### src/rtl/bbd_pkg.sv
// Shared types and constants for the byte-level BPE token decoder.
`timescale 1ns / 1ps
`default_nettype none

package bbd_pkg;

    localparam int CP_W = 21;

    localparam logic [2:0] STATUS_BYTE      = 3'd0;
    localparam logic [2:0] STATUS_UNMAPPED  = 3'd1;
    localparam logic [2:0] STATUS_BAD_LEAD  = 3'd2;
    localparam logic [2:0] STATUS_MALFORMED = 3'd3;
    localparam logic [2:0] STATUS_RANGE     = 3'd4;

    localparam logic [CP_W-1:0] CP_MAX = 21'h10FFFF;

    typedef struct packed {
        logic [7:0] in_byte;
        logic       token_end;
    } in_item_t;

    typedef struct packed {
        logic [7:0]      out_byte;
        logic [2:0]      status;
        logic [CP_W-1:0] code_point;
        logic            from_token_end;
    } out_item_t;

    typedef struct packed {
        logic [CP_W-1:0] partial;
        logic [1:0]      expected;
        logic            discarding;
    } dec_state_t;

endpackage

`default_nettype wire

### src/rtl/bbd_map.sv
// Inverse byte-to-unicode table: code point to raw byte.
`timescale 1ns / 1ps
`default_nettype none

module bbd_map
    import bbd_pkg::*;
(
    input  wire logic [CP_W-1:0] code_point,
    output logic                 hit,
    output logic [7:0]           byte_val
);

    logic       low_page;
    logic       self_hit;
    logic       shift_hit;
    logic [6:0] shift_idx;

    assign low_page  = (code_point[CP_W-1:8] == '0);
    assign self_hit  = low_page &&
                       ((code_point[7:0] >= 8'h21 && code_point[7:0] <= 8'h7E) ||
                        (code_point[7:0] >= 8'hA1 && code_point[7:0] <= 8'hAC) ||
                        (code_point[7:0] >= 8'hAE));
    assign shift_hit = (code_point[CP_W-1:9] == '0) && code_point[8] &&
                       (code_point[7:0] <= 8'd67);
    assign shift_idx = code_point[6:0];

    always_comb begin
        hit      = self_hit || shift_hit;
        byte_val = 8'h00;
        if (self_hit) begin
            byte_val = code_point[7:0];
        end else if (shift_hit) begin
            if (shift_idx <= 7'd32) begin
                byte_val = {1'b0, shift_idx};
            end else if (shift_idx <= 7'd66) begin
                byte_val = {1'b0, shift_idx} + 8'd94;
            end else begin
                byte_val = 8'hAD;
            end
        end
    end

endmodule

`default_nettype wire

### src/rtl/bbd_step.sv
// UTF-8 assembly state and per-item decode with result forming.
`timescale 1ns / 1ps
`default_nettype none

module bbd_step
    import bbd_pkg::*;
(
    input  wire logic      aclk,
    input  wire logic      aresetn,
    input  wire logic      fire,
    input  wire in_item_t  item,
    output logic           res_valid,
    output out_item_t      res
);

    dec_state_t      state_reg;
    dec_state_t      state_next;
    logic [CP_W-1:0] cont_cp;
    logic [CP_W-1:0] emit_cp;
    logic [1:0]      cont_left;
    logic            map_hit;
    logic [7:0]      map_byte;
    logic [7:0]      b;
    logic            last;

    assign b         = item.in_byte;
    assign last      = item.token_end;
    assign cont_cp   = {state_reg.partial[CP_W-7:0], b[5:0]};
    assign cont_left = state_reg.expected - 2'd1;
    assign emit_cp   = (state_reg.expected != 2'd0) ? cont_cp : {13'd0, b};

    bbd_map u_map (
        .code_point (emit_cp),
        .hit        (map_hit),
        .byte_val   (map_byte)
    );

    always_comb begin
        logic do_emit;
        do_emit    = 1'b0;
        res_valid  = 1'b0;
        res        = '0;
        res.from_token_end = last;
        state_next = state_reg;

        if (state_reg.discarding) begin
            if (last) begin
                state_next = '0;
            end
        end else if (state_reg.expected != 2'd0) begin
            if (b[7:6] != 2'b10) begin
                res_valid  = 1'b1;
                res.status = STATUS_MALFORMED;
                state_next = '0;
                state_next.discarding = !last;
            end else if (cont_left == 2'd0) begin
                do_emit = 1'b1;
            end else if (last) begin
                res_valid  = 1'b1;
                res.status = STATUS_MALFORMED;
                state_next = '0;
            end else begin
                state_next.partial  = cont_cp;
                state_next.expected = cont_left;
            end
        end else if (!b[7]) begin
            do_emit = 1'b1;
        end else if (!b[6] || b[7:3] == 5'b11111) begin
            res_valid  = 1'b1;
            res.status = STATUS_BAD_LEAD;
            state_next = '0;
            state_next.discarding = !last;
        end else if (last) begin
            res_valid  = 1'b1;
            res.status = STATUS_MALFORMED;
            state_next = '0;
        end else if (!b[5]) begin
            state_next.partial  = {16'd0, b[4:0]};
            state_next.expected = 2'd1;
        end else if (!b[4]) begin
            state_next.partial  = {17'd0, b[3:0]};
            state_next.expected = 2'd2;
        end else begin
            state_next.partial  = {18'd0, b[2:0]};
            state_next.expected = 2'd3;
        end

        if (do_emit) begin
            res_valid      = 1'b1;
            res.code_point = emit_cp;
            state_next     = '0;
            if (emit_cp > CP_MAX) begin
                res.status = STATUS_RANGE;
                state_next.discarding = !last;
            end else if (map_hit) begin
                res.status   = STATUS_BYTE;
                res.out_byte = map_byte;
            end else begin
                res.status = STATUS_UNMAPPED;
            end
        end
    end

    always_ff @(posedge aclk) begin
        if (!aresetn) begin
            state_reg <= '0;
        end else if (fire) begin
            state_reg <= state_next;
        end
    end

endmodule

`default_nettype wire

### src/rtl/byte_level_bpe_token_decoder_core.sv
// Top level: input register, decode step and result register.
//
//  port group   dir  payload     handshake
//  s_*          in   in_item_t   s_valid / s_ready
//  m_*          out  out_item_t  m_valid / m_ready
//
// One item per cycle sustained unless the result register stalls; an item's result,
// if any, enters the result register as the item leaves the input register.
// Reset (aresetn, synchronous) clears both valid flags and the decode state.
// A stalled result register holds the item in the input register; s_ready
// stays high whenever the input register drains in the same cycle.
`timescale 1ns / 1ps
`default_nettype none

module byte_level_bpe_token_decoder_core
    import bbd_pkg::*;
(
    input  wire logic     aclk,
    input  wire logic     aresetn,
    input  wire logic     s_valid,
    output logic          s_ready,
    input  wire in_item_t s_item,
    output logic          m_valid,
    input  wire logic     m_ready,
    output out_item_t     m_item
);

    logic      in_valid_reg;
    in_item_t  in_item_reg;
    logic      m_valid_reg;
    out_item_t m_item_reg;
    logic      fire;
    logic      res_valid;
    out_item_t res;

    assign fire    = in_valid_reg && (!m_valid_reg || m_ready);
    assign s_ready = !in_valid_reg || fire;
    assign m_valid = m_valid_reg;
    assign m_item  = m_item_reg;

    bbd_step u_step (
        .aclk      (aclk),
        .aresetn   (aresetn),
        .fire      (fire),
        .item      (in_item_reg),
        .res_valid (res_valid),
        .res       (res)
    );

    always_ff @(posedge aclk) begin
        if (!aresetn) begin
            in_valid_reg <= 1'b0;
        end else if (s_valid && s_ready) begin
            in_valid_reg <= 1'b1;
        end else if (fire) begin
            in_valid_reg <= 1'b0;
        end
    end

    always_ff @(posedge aclk) begin
        if (s_valid && s_ready) begin
            in_item_reg <= s_item;
        end
    end

    always_ff @(posedge aclk) begin
        if (!aresetn) begin
            m_valid_reg <= 1'b0;
        end else if (fire && res_valid) begin
            m_valid_reg <= 1'b1;
        end else if (m_ready) begin
            m_valid_reg <= 1'b0;
        end
    end

    always_ff @(posedge aclk) begin
        if (fire && res_valid) begin
            m_item_reg <= res;
        end
    end

endmodule

`default_nettype wire

### config.mk
export PLATFORM = sky130hd
export DESIGN_NAME = byte_level_bpe_token_decoder_core
export DESIGN_NICKNAME = d
export VERILOG_FILES = /design/src/rtl/bbd_pkg.sv /design/src/rtl/bbd_map.sv /design/src/rtl/bbd_step.sv /design/src/rtl/byte_level_bpe_token_decoder_core.sv
export SDC_FILE = /design/constraint.sdc
export NUM_CORES = 1
export LEC_CHECK = 0
export BUFFER_PORTS_ARGS = -buffer_cell sky130_fd_sc_hd__clkbuf_2
export CORE_UTILIZATION = 50
export CTS_CLUSTER_SIZE = 10
export DETAILED_ROUTE_END_ITERATION = 6
export PLACE_DENSITY = 0.72
export SYNTH_ARGS = -nofsm -noshare
export SYNTH_HDL_FRONTEND = slang
export SYNTH_SLANG_ARGS = --single-unit
### constraint.sdc
create_clock -name aclk -period 4.3 [get_ports aclk]
set_clock_uncertainty 0.05 [all_clocks]
set_input_delay 0.215 -clock aclk [delete_from_list [all_inputs] [get_ports aclk]]
set_output_delay 0.215 -clock aclk [all_outputs]
set_load 0.02 [all_outputs]
After elaboration in Yosys (flattened, before gate mapping):

Index checks and enable logic that the tools add are counted.

* flip-flop bits (word level): 62
* input port bits: 13
* output and inout port bits: 35
* word-level logic and storage cells: 100

* $add $sub $neg: 2
* magnitude comparators: 9
* equality and inequality tests: 4
* muxes and demuxes: 45
* bitwise gates (word level): 2
* reductions and logical operators: 27

Operator list (count)
* 18-bit 2-to-1 mux: 8
* 17-bit 2-to-1 mux: 2
* 8-bit 2-to-1 mux: 4
* 24-bit 2-to-1 mux: 1
* 21-bit > comparator (second input constant): 1
* 21-bit 2-to-1 mux: 1
* 1-bit 2-to-1 mux: 19
* 3-bit 2-to-1 mux: 6
* 8-bit greater-or-equal comparator (second input constant): 2
* 8-bit by 7-bit <= comparator with 1-bit output (second input constant): 2
* 13-bit logical NOT: 1
* 12-bit logical NOT: 1
* 7-bit by 7-bit adder with 8-bit output (second input constant): 1
* 8-bit by 6-bit greater-or-equal comparator with 1-bit output (second input constant): 1
* 8-bit <= comparator (second input constant): 1
* 1-bit logical AND: 8
* 7-bit by 6-bit <= comparator with 1-bit output (second input constant): 1
* 7-bit <= comparator (second input constant): 1
* 7-bit 2-to-1 mux: 1
* 1-bit logical OR: 6
* 6-bit 2-to-1 mux: 1
* 2-bit nonzero test: 3
* 5-bit == test (second input constant): 1
* 5-bit by 4-bit inequality test with 1-bit output (second input constant): 1
* 10 further kinds: 15

Depth between registers and ports, before layout:

Gate-level depths: netlist (run 1).

* word-level depth: 11
* gate-level depth with buffers: 10
* gate-level depth less buffers: 8

Modules after synthesis:

From an unflattened synthesis (run 1), not the netlist that was laid out.

* cell total of the unflattened synthesis: 264
* area total of the unflattened synthesis: 3050.4 µm²

By module, submodules not included
* byte_level_bpe_token_decoder_core: times used 1, cells each 55, area each 1373.8 µm², seq. area each 1301.2 µm²
* bbd_step: times used 1, cells each 137, area each 1207.4 µm², seq. area each 360.3 µm²
* bbd_map: times used 1, cells each 72, area each 469.2 µm², seq. area each 0.0 µm²

Least setup slack after synthesis (run 1):

Ideal clock, no wire load.

* kind: reg-to-reg
* from: reg u_step.state_reg[1] in the netlist's numbering
* to: reg m_item_reg (netlist bit m_item[0]) (enable)
* arrival time: 2901 ps
* setup slack: 915 ps
* stages on the path, launching flop included: 8
* buffers on the path: 2
* cell sequence: dfxtp_1 -> inv_1 -> ha_1 -> buf_6 -> nor3b_1 -> a2bb2oi_1 -> clkbuf_1 -> a21oi_1

* cells in the longest elaborated chain, start to end: 8

Ends and longest elaborated chain
* start: declaration: line bbd_step.sv:16 `dec_state_t state_reg;`
* start signal: assignment: line bbd_step.sv:108 `state_reg <= state_next;`
* 2-bit by 1-bit subtractor with 2-bit output: line bbd_step.sv:29 `assign cont_left = state_reg.expected - 2'd1;`
* 2-bit logical NOT: line bbd_step.sv:56 `end else if (cont_left == 2'd0) begin`
* 1-bit 2-to-1 mux: line bbd_step.sv:56
* 1-bit 2-to-1 mux: line bbd_step.sv:51 `if (b[7:6] != 2'b10) begin`
* 1-bit 2-to-1 mux: line bbd_step.sv:50 `end else if (state_reg.expected != 2'd0) begin`
* 1-bit 2-to-1 mux: line bbd_step.sv:46 `if (state_reg.discarding) begin`
* 1-bit 2-to-1 mux (*): line bbd_step.sv:88 `if (do_emit) begin`
* 1-bit logical AND (*): line byte_level_bpe_token_decoder_core.sv:77 `if (fire && res_valid) begin`
* end signal: assignment: line byte_level_bpe_token_decoder_core.sv:78 `m_item_reg <= res;`
* end: declaration: line byte_level_bpe_token_decoder_core.sv:31 `out_item_t m_item_reg;`

Every way passes the cells marked *; elsewhere a longest branch is shown, timed or not.
A chain may end at the register's enable or synchronous reset.

Worst setup path in the final report (run 1):

* from: reg u_step.state_reg[1] in the netlist's numbering
* to: reg u_step.state_reg (netlist bit u_step.cont_cp[17])

* cells in the longest elaborated chain, start to end: 8

Ends and longest elaborated chain (line)
* 2-bit by 1-bit subtractor with 2-bit output: bbd_step.sv:29
* 2-bit logical NOT: bbd_step.sv:56
* 1-bit 2-to-1 mux: bbd_step.sv:56
* 1-bit 2-to-1 mux: bbd_step.sv:51
* 1-bit 2-to-1 mux: bbd_step.sv:50
* 1-bit 2-to-1 mux: bbd_step.sv:46
* 5-bit by 4-bit inequality test with 1-bit output (no source line), or another cell as far along
* 4-bit AND reduction (no source line)

Several ways; a longest one is shown, not always the timed one.

==> results of run 1 <==
==> final cells by class <==
cell class / instances / area, µm²
Fill cell: 482 / 2100
Sequential cell: 62 / 1660
Multi-Input combinational cell: 189 / 1230
Timing Repair Buffer: 56 / 325
Clock buffer: 10 / 138
Tap cell: 72 / 90.1
Clock inverter: 6 / 61.3
Inverter: 8 / 30.0
==> path summary, 6_finish.rpt <==
check	to	slack, ns	cells after the start
setup / recovery	u_step.cont_cp[17]	0.99	8
hold / removal	in_valid_reg	0.06	3
setup reg to reg	u_step.cont_cp[17]	0.99	8
hold reg to reg	u_step.state_reg[1]	0.47	2
==> critical path: stages, from the launching register on <==
cell and delay [ns]:
dfxtp_1 0.38, inv_1 0.06, ha_1 0.43, inv_1 0.22, a2bb2oi_1 0.90, nor3b_1 0.46
and2_1 0.42, a22oi_1 0.15, nor2b_1 0.15
==> power by group <==
group | internal (W) | leakage, nW | switching [W]
clock | 0.000281 | 0.102 | 0.000228
sequential | 0.000663 | 0.561 | 0.0000220
combinational | 0.0000461 | 0.671 | 0.0000759
==> per-layer routing <==
metal	vias up	wire length (µm)	global-route usage, %
met5	-	0	0
met4	0	80	8.73
li1	1123	-	-
met2	87	2920	33.2
met1	1093	2880	29.8
met3	9	377	6.09
==> Yosys cell counts (8+ instances only) <==
cell type | count | area (µm²)
edfxtp_1 | 42 | 1260
dfxtp_1 | 20 | 400
nor2b_1 | 20 | 125
and2_1 | 18 | 113
nand2_1 | 18 | 67.6
a21oi_1 | 16 | 80.1
a22oi_1 | 14 | 105
clkbuf_1 | 13 | 48.8
nand3_1 | 13 | 65.1
nor2_1 | 10 | 37.5
nor3_1 | 10 | 50.1
inv_1 | 8 | 30.0
==> cell families (layout without fill, tap and decap cells) <==
logic type / Yosys count / after routing / synth area share, %
buf+inv: 25 / 80 / 3.52
flops: 62 / 62 / 55.6
simple gates: 121 / 121 / 23.9
compound gates: 59 / 59 / 13.4
mux: 3 / 3 / 1.09
fa+ha+maj: 6 / 6 / 2.51
==> per-stage QoR <==
| stage | total power, W | instance area [µm²] |
|---|---|---|
| floorplan | 0.000774 | 2990 |
| global placement | 0.000811 | 3250 |
| detailed placement | 0.000813 | 3250 |
| CTS | 0.00132 | 3540 |
| global route | 0.00137 | 3540 |
| finish | 0.00132 | 3540 |
==> qor.csv, run 1 <==
stage,metric,value,unit
run_status,run status,"complete, no violations",
grt,largest net degree at the start of global routing,34,
drt,DR WL/cell,15.5,µm
critical_path,Worst Path Max Fanout,20,
clock_tree,clk root buf,clkbuf_8,
place,dpl hpwl,4.10,mm
drt,first drt pass iteration count,4,
sta,unrepaired setup endpoints after global routing,false,
power,Pleak,1.33,nW
cells_and_area,most frequent cells in the layout,"clkbuf_2 (47), edfxtp_1 (42), nor2b_1 (20), dfxtp_1 (20)",
clock_tree,Clock Pin Slew Worst Setup and Hold Paths,0.07,ns
drt,Vias/cell,5.74,
critical_path,crit path capture type,flip-flop,
logic_synthesis,number of synthesis warnings,0,
cells_and_area,max FFs per register,33,
clock_tree,Resized Gates After CTS,0,
cells_and_area,"Core Util, Final",62.7,%
cells_and_area,synthesis-to-layout area growth,18.4,%
cells_and_area,n_diodes,0,
cells_and_area,Nets,345,
clock_tree,postcts setup bufs,0,
sta,setup TNS,0,ns
flow_run,Max Cap Violations,0,
clock_tree,CTS tree,built,
logic_synthesis,sequential share of the synthesized area,55.6,%
power,Max VDD drop,0.000285,V
grt,vias in the first global route,2070,
sta,Max Clk Rate,302,MHz
sta,Slew @ Worst Pin,1.10,ns
logic_synthesis,asr flop ratio synth,0,%
grt,grt ovf,0,
floorplanning,FP Rows,27,
drt,vias,2312,
place,worst slack at placement,1.03,ns
floorplanning,core area,0.00564,mm²
logic_synthesis,cells after synthesis,276,
floorplanning,num ports,48,
sta,relative slew slack,26.5,%
grt,overall routing resource usage,22.0,%
floorplanning,Die W,79.3,µm
sta,final critical-path required period,3.31,ns
floorplanning,Die Ht,79.3,µm
floorplanning,starting density of the core,53.0,%
sta,setup ws final,0.993,ns
sta,worst hold margin,0.0621,ns
cells_and_area,fin cells,403,
critical_path,CP Launch Type,flip-flop,
logic_synthesis,synthesized cell area,0.00299,mm²
clock_tree,Skew-Pair Late Insertion Delay,0.34,ns
sta,"Slew Viols, Final",0,
drt,Initial DRC Count,220,
logic_synthesis,"EDFF count, synth",42,
clock_tree,clock sinks,62,
floorplanning,Die Area,0.00629,mm²
place,I/O Buffers,47,
sta,Hold Fails Final Rpt,0,
place,total placed cells including tap cells,378,
critical_path,worst endpoint required time,4.53,ns
logic_synthesis,ys flop type,edfxtp_1,
logic_synthesis,Synth Register Bits,62,
grt,first-pass GRT wire length,10.3,mm
sta,post-route clock period utilization,76.9,%
cells_and_area,"leading cell type in the layout, fill and taps excluded",clkbuf_2,
clock_tree,CTS H-tree lvls,3,
critical_path,CP Class,flip-flop to flip-flop,
critical_path,Worst Setup SP,u_step.state_reg[1],
power,Pwr Density,372,mW/mm²
drt,final wirelength,6.26,mm
place,GPL Wtd Cong,0.921,
grt,initial antenna violation count,0,
logic_synthesis,Mean Syn Cell Area,10.8,µm²
clock_tree,CTS Buffer Depth,2,
sta,Setup Viol. Count Final,0,
critical_path,WP data arrival,3.54,ns
clock_tree,TritonCTS Buffers,9,
cells_and_area,share of layout cells above drive strength 1,22.7,%
logic_synthesis,"Distinct cells, synth",51,
drt,DRC violations left,0,
drt,post-route ant nets,0,
worst_hold_path,Hold Crit Start,s_valid,
clock_tree,Post-CTS Hold Buffers,9,
worst_hold_path,HP Class,primary input to flip-flop,
critical_path,worst r2r src,u_step.state_reg[1],
logic_synthesis,Post-Syn Nets,295,
Power figures use the tool's default switching activity.
==> run 2: changes to the inputs <==
- clock period: 4.3 -> 3.4 ns (I/O delays scaled with it)
==> run 2 against run 1 <==
  * Core utilization up 1.1 points
  * Setup slack worse by 0.42 ns
  * Combinational power up 32%
  * Worst hold slack worse by 0.045 ns
  * Wire length down 1.1%
  * Sequential power up 26%
  * Die area unchanged
  * Fmax up 17%
  * Cell count up 1.2%
  * Clock power up 39%
  * Highest routed layer unchanged
==> qor.csv, run 2 (synthesized netlist as in run 1, its figures left out) <==
stage,metric,value,unit,change
run_status,run status,"complete, no violations",,unchanged
cells_and_area,n_diodes,0,,unchanged
place,I/O Buffers,47,,unchanged
floorplanning,FP Rows,27,,unchanged
drt,Vias/cell,5.59,,was 5.74
worst_hold_path,HP Class,primary input to flip-flop,,unchanged
floorplanning,Die Area,0.00629,mm²,unchanged
cells_and_area,synthesis-to-layout area growth,20.4,%,was 18.4%
sta,final critical-path required period,2.83,ns,was 3.31 ns
cells_and_area,max FFs per register,33,,unchanged
clock_tree,CTS Buffer Depth,2,,unchanged
drt,post-route ant nets,0,,unchanged
sta,"Slew Viols, Final",0,,unchanged
clock_tree,TritonCTS Buffers,9,,unchanged
clock_tree,Resized Gates After CTS,0,,unchanged
place,GPL Wtd Cong,0.893,,was 0.921
critical_path,Worst path slowest cell,ha_1,,was a2bb2oi_1
drt,Initial DRC Count,198,,was 220
clock_tree,postcts setup bufs,0,,unchanged
clock_tree,clk root buf,clkbuf_8,,unchanged
critical_path,CP Cell Sequence,inv_1 > ha_1 > inv_1 > a2bb2oi_1 > buf_4 > nor2_1 > o21ai_0 > o21bai_2 > a211oi_1,,was inv_1 > ha_1 > inv_1 > a2bb2oi_1 > nor3b_1 > and2_1 > a22oi_1 > nor2b_1
cells_and_area,Nets,350,,was 345
clock_tree,Clock Pin Slew Worst Setup and Hold Paths,0.07,ns,about the same
clock_tree,clock sinks,62,,unchanged
grt,first-pass GRT wire length,10.4,mm,was 10.3 mm
place,dpl hpwl,4.19,mm,was 4.10 mm
cells_and_area,most frequent cells in the layout,"clkbuf_2 (47), edfxtp_1 (42), nor2b_1 (20), dfxtp_1 (20)",,unchanged
cells_and_area,share of layout cells above drive strength 1,23.8,%,was 22.7%
sta,Max Clk Rate,353,MHz,was 302 MHz
critical_path,CP Class,flip-flop to flip-flop,,unchanged
critical_path,WP buf/inv,3,,was 2
sta,Hold Fails Final Rpt,0,,unchanged
clock_tree,CTS H-tree lvls,3,,unchanged
drt,vias,2280,,was 2312
sta,Slew @ Worst Pin,0.733,ns,was 1.10 ns
flow_run,Max Cap Violations,0,,unchanged
clock_tree,Skew-Pair Late Insertion Delay,0.34,ns,about the same
floorplanning,Die Ht,79.3,µm,unchanged
floorplanning,starting density of the core,53.0,%,unchanged
cells_and_area,"Core Util, Final",63.8,%,was 62.7%
drt,first drt pass iteration count,4,,unchanged
critical_path,worst endpoint required time,3.52,ns,was 4.53 ns
critical_path,WP data arrival,2.95,ns,was 3.54 ns
drt,DR WL/cell,15.2,µm,was 15.5 µm
power,Pwr Density,480,mW/mm²,was 372 mW/mm²
clock_tree,Post-CTS Hold Buffers,9,,unchanged
grt,vias in the first global route,2114,,was 2070
drt,final wirelength,6.19,mm,was 6.26 mm
grt,initial antenna violation count,0,,unchanged
grt,largest net degree at the start of global routing,34,,unchanged
critical_path,Worst Path Max Fanout,20,,unchanged
critical_path,CP Launch Type,flip-flop,,unchanged
power,Pleak,1.36,nW,was 1.33 nW
critical_path,crit path capture type,flip-flop,,unchanged
sta,Setup Viol. Count Final,0,,unchanged
grt,overall routing resource usage,21.9,%,was 22.0%
sta,setup TNS,0,ns,unchanged
drt,DRC violations left,0,,unchanged
critical_path,family with the most delay on the worst path,compound AO/OA/AOI/OAI gates,,unchanged
critical_path,CP max stage delay,0.63,ns,was 0.90 ns
sta,unrepaired setup endpoints after global routing,false,,unchanged
clock_tree,CTS tree,built,,unchanged
critical_path,most common cell type on the critical path,inv_1,,unchanged
sta,post-route clock period utilization,83.3,%,was 76.9%
cells_and_area,"leading cell type in the layout, fill and taps excluded",clkbuf_2,,unchanged
sta,relative slew slack,51.1,%,was 26.5%
floorplanning,num ports,48,,unchanged
floorplanning,Die W,79.3,µm,unchanged
power,Max VDD drop,0.000291,V,was 0.000285 V
grt,grt ovf,0,,unchanged
floorplanning,core area,0.00564,mm²,unchanged
run 2: changes by cell type in the layout (fill, tap and decap cells not counted):
cell / previous run / this run
buf_4: 0 / 5
bufinv_16: 1 / 2
clkbuf_8: 10 / 9
clkinv_2: 3 / 1
clkinvlp_4: 1 / 2
inv_6: 0 / 1
run 2: power breakdown:
group	internal, W	total (W)	switching [W]
clock network	0.000414	0.000706	0.000292
logic	0.0000617	0.000161	0.0000990
registers	0.000838	0.000863	0.0000249
total	0.00131	0.00173	0.000416
run 2: layout make-up:
cell class	count	area, µm²
clock buffer	9	124
fill	467	2040
sequential	62	1660
timing repair buffer	61	363
tap	72	90.1
inverter	8	30.0
multi-input combinational	189	1230
clock inverter	7	97.6
run 2: worst min-delay path: cells and delay by family:
family | cells | cell delay, ns
AOI/OAI and AO/OA | 1 | 0.03
and+or+nand+nor | 1 | 0.09
buffers and inverters | 1 | 0.08
run 2: metal layers:
metal,part of all wire (%),track usage [%]
met1,47,29.8
met2,45,32.6
met3,5.2,4.37
met4,1.9,12.4
met5,0,0
run 2: worst paths after layout:
check / start / endpoint / slack, ns / cells after the start
worst max-delay path: u_step.state_reg[1] / m_item[27] / 0.57 / 9
worst min-delay path: s_valid / in_valid_reg / 0.02 / 3
worst max register to register: u_step.state_reg[1] / m_item[27] / 0.57 / 9
worst min register to register: u_step.state_reg[2] / u_step.state_reg[2] / 0.48 / 2
run 2: per-stage QoR:
| stage | cells | total power [W] | hold slack, ns | area (µm²) | worst slack, ns |
|---|---|---|---|---|---|
| 2_1_floorplan | 276 | 0.000979 | 0.219 | 2990 | 0.0150 |
| 3_3_place_gp | 383 | 0.00103 | 0.297 | 3290 | 0.761 |
| 3_5_place_dp | 383 | 0.00103 | 0.299 | 3290 | 0.655 |
| 4_1_cts | 408 | 0.00174 | 0.00537 | 3600 | 0.611 |
| 5_1_grt | 408 | 0.00180 | 0.0273 | 3600 | 0.394 |
| 6_report | 408 | 0.00173 | 0.0171 | 3600 | 0.569 |
==> run 3: changes to the inputs <==
- PLACE_DENSITY: 0.72 -> 0.75
- clock period: 3.4 -> 2.4 ns (I/O delays scaled with it)
==> run 3 against run 2 <==
  * Via count up 5.9%
  * Wire length grew 6.6%
  * Sequential power is 40% higher
  * Register-to-register slack worse by 0.49 ns
  * Design area is 5.8% higher
  * Largest power group unchanged
==> qor.csv, run 3 (synthesized netlist as in run 1, its figures left out) <==
stage,metric,value,unit,change
run_status,run status,"complete, no violations",,unchanged
power,Sequential Power Share,49.0,%,was 49.9%
power,Pwr Density,647,mW/mm²,was 480 mW/mm²
drt,Initial DRC Count,226,,was 198
floorplanning,Die Ht,79.3,µm,unchanged
clock_tree,CTS tree,built,,unchanged
drt,vias,2414,,was 2280
cells_and_area,"leading cell type in the layout, fill and taps excluded",clkbuf_2,,unchanged
clock_tree,Clock Pin Slew Worst Setup and Hold Paths,0.07,ns,about the same
clock_tree,clock sinks,62,,unchanged
grt,vias in the first global route,2251,,was 2114
critical_path,crit path capture type,flip-flop,,unchanged
cells_and_area,most frequent cells in the layout,"clkbuf_2 (47), edfxtp_1 (42), buf_4 (22)",,"was clkbuf_2 (47), edfxtp_1 (42), nor2b_1 (20), dfxtp_1 (20)"
grt,largest net degree at the start of global routing,34,,unchanged
place,total placed cells including tap cells,400,,was 383
sta,Setup Viol. Count Final,0,,unchanged
power,internal power,0.00188,W,was 0.00131 W
sta,final critical-path required period,2.32,ns,was 2.83 ns
clock_tree,clk root buf,clkbuf_8,,unchanged
power,Sw Share,23.9,%,was 24.0%
place,I/O Buffers,47,,unchanged
grt,grt ovf,0,,unchanged
critical_path,worst endpoint required time,2.44,ns,was 3.52 ns
sta,setup TNS,0,ns,unchanged
drt,first drt pass iteration count,5,,was 4
power,Sw Pwr,0.000588,W,was 0.000416 W
cells_and_area,max FFs per register,33,,unchanged
place,dpl hpwl,4.32,mm,was 4.19 mm
power,combinational power share,11.1,%,was 9.3%
clock_tree,CTS H-tree lvls,3,,unchanged
grt,overall routing resource usage,22.1,%,was 21.9%
sta,"Slew Viols, Final",0,,unchanged
sta,worst hold margin,0.0953,ns,was 0.0171 ns
place,GPL Wtd Cong,0.979,,was 0.893
power,Max VDD drop,0.000316,V,was 0.000291 V
floorplanning,Die W,79.3,µm,unchanged
floorplanning,FP Rows,27,,unchanged
drt,DRC violations left,0,,unchanged
floorplanning,starting density of the core,53.0,%,unchanged
cells_and_area,synthesis-to-layout area growth,27.5,%,was 20.4%
place,placed cell area,0.00343,mm²,was 0.00329 mm²
clock_tree,TritonCTS Buffers,9,,unchanged
cells_and_area,fin cells,427,,was 408
worst_hold_path,HP Class,primary input to flip-flop,,unchanged
cells_and_area,n_diodes,0,,unchanged
critical_path,WP data arrival,2.37,ns,was 2.95 ns
sta,Slew @ Worst Pin,0.677,ns,was 0.733 ns
cells_and_area,"Design Area, Final",0.00381,mm²,was 0.00360 mm²
critical_path,Worst Path Max Fanout,4,,was 20
drt,Vias/cell,5.65,,was 5.59
critical_path,CP Launch Type,flip-flop,,unchanged
critical_path,CP Class,flip-flop to flip-flop,,unchanged
grt,first-pass GRT wire length,10.5,mm,was 10.4 mm
sta,post-route clock period utilization,96.8,%,was 83.3%
clock_tree,Skew-Pair Late Insertion Delay,0.33,ns,was 0.34 ns
floorplanning,num ports,48,,unchanged
drt,final wirelength,6.60,mm,was 6.19 mm
sta,Hold Fails Final Rpt,0,,unchanged
flow_run,Max Cap Violations,0,,unchanged
power,clock power share,39.9,%,was 40.8%
drt,DR WL/cell,15.4,µm,was 15.2 µm
floorplanning,Die Area,0.00629,mm²,unchanged
grt,initial antenna violation count,0,,unchanged
cells_and_area,Nets,369,,was 350
clock_tree,CTS Buffer Depth,2,,unchanged
cells_and_area,share of layout cells above drive strength 1,30.1,%,was 23.8%
floorplanning,core area,0.00564,mm²,unchanged
sta,Max Clk Rate,430,MHz,was 353 MHz
sta,relative slew slack,54.7,%,was 51.1%
drt,post-route ant nets,0,,unchanged
power,Pleak,1.44,nW,was 1.36 nW
-- run 3: timing repair --
action	CTS	global route
hold endpoints to repair	10	0
hold buffers	10	0
resized for setup	1	14
pin swaps	0	2
buffers inserted	0	1
endpoints found under the setup margin	14	24
-- run 3: power groups by stage --
stage               clock network, W  logic (W)  registers (W)
finish                      0.000983   0.000274        0.00121
global route                 0.00104   0.000296        0.00121
CTS                         0.000994   0.000264        0.00121
detailed placement                 0   0.000249        0.00123
global placement                   0   0.000246        0.00123
floorplan                          0   0.000123        0.00126
-- run 3: routing by layer --
| metal | global-route usage, % | vias to the layer above | share of wire, % |
|---|---|---|---|
| met5 | 0 | - | 0 |
| met4 | 8.18 | 0 | 1.6 |
| met3 | 4.60 | 11 | 5.7 |
| met2 | 36.4 | 101 | 48 |
| met1 | 28.5 | 1134 | 45 |
| li1 | - | 1168 | - |
-- run 3: critical path, stage by stage (launching register included) --
cell	delay (ns)
edfxtp_1	0.38
or4_4	0.58
o21a_1	0.22
a21oi_1	0.40
or3_4	0.25
a31o_1	0.16
a21oi_2	0.05
-- run 3: stage by stage --
step	power [W]	util [%]	worst slack (ns)
2_1_floorplan	0.00139	-	0.0370
3_3_place_gp	0.00147	60.8	0.0985
3_5_place_dp	0.00148	60.8	-0.0583
4_1_cts	0.00247	66.4	0.00519
5_1_grt	0.00254	67.5	-0.00363
6_report	0.00246	67.5	0.0758
-- run 3: final cells by class --
class                   count  area (µm²)
inverters                   8        30.0
repair buffers             80         520
flip-flops and latches     62        1660
fillers                   425        1830
clock inverters             6        86.3
multi-input cells         189        1290
well taps                  72        90.1
clock buffers              10         128
-- run 3: final timing paths --
kind / startpoint / to / slack, ns / cells after the start
hold reg to reg: u_step.state_reg[1] / u_step.state_reg[1] / 0.45 / 2
setup reg to reg: in_item_reg[5] / m_item[30] / 0.08 / 6
hold / removal: m_ready / in_valid_reg / 0.1 / 4
setup / recovery: in_item_reg[5] / m_item[30] / 0.08 / 6
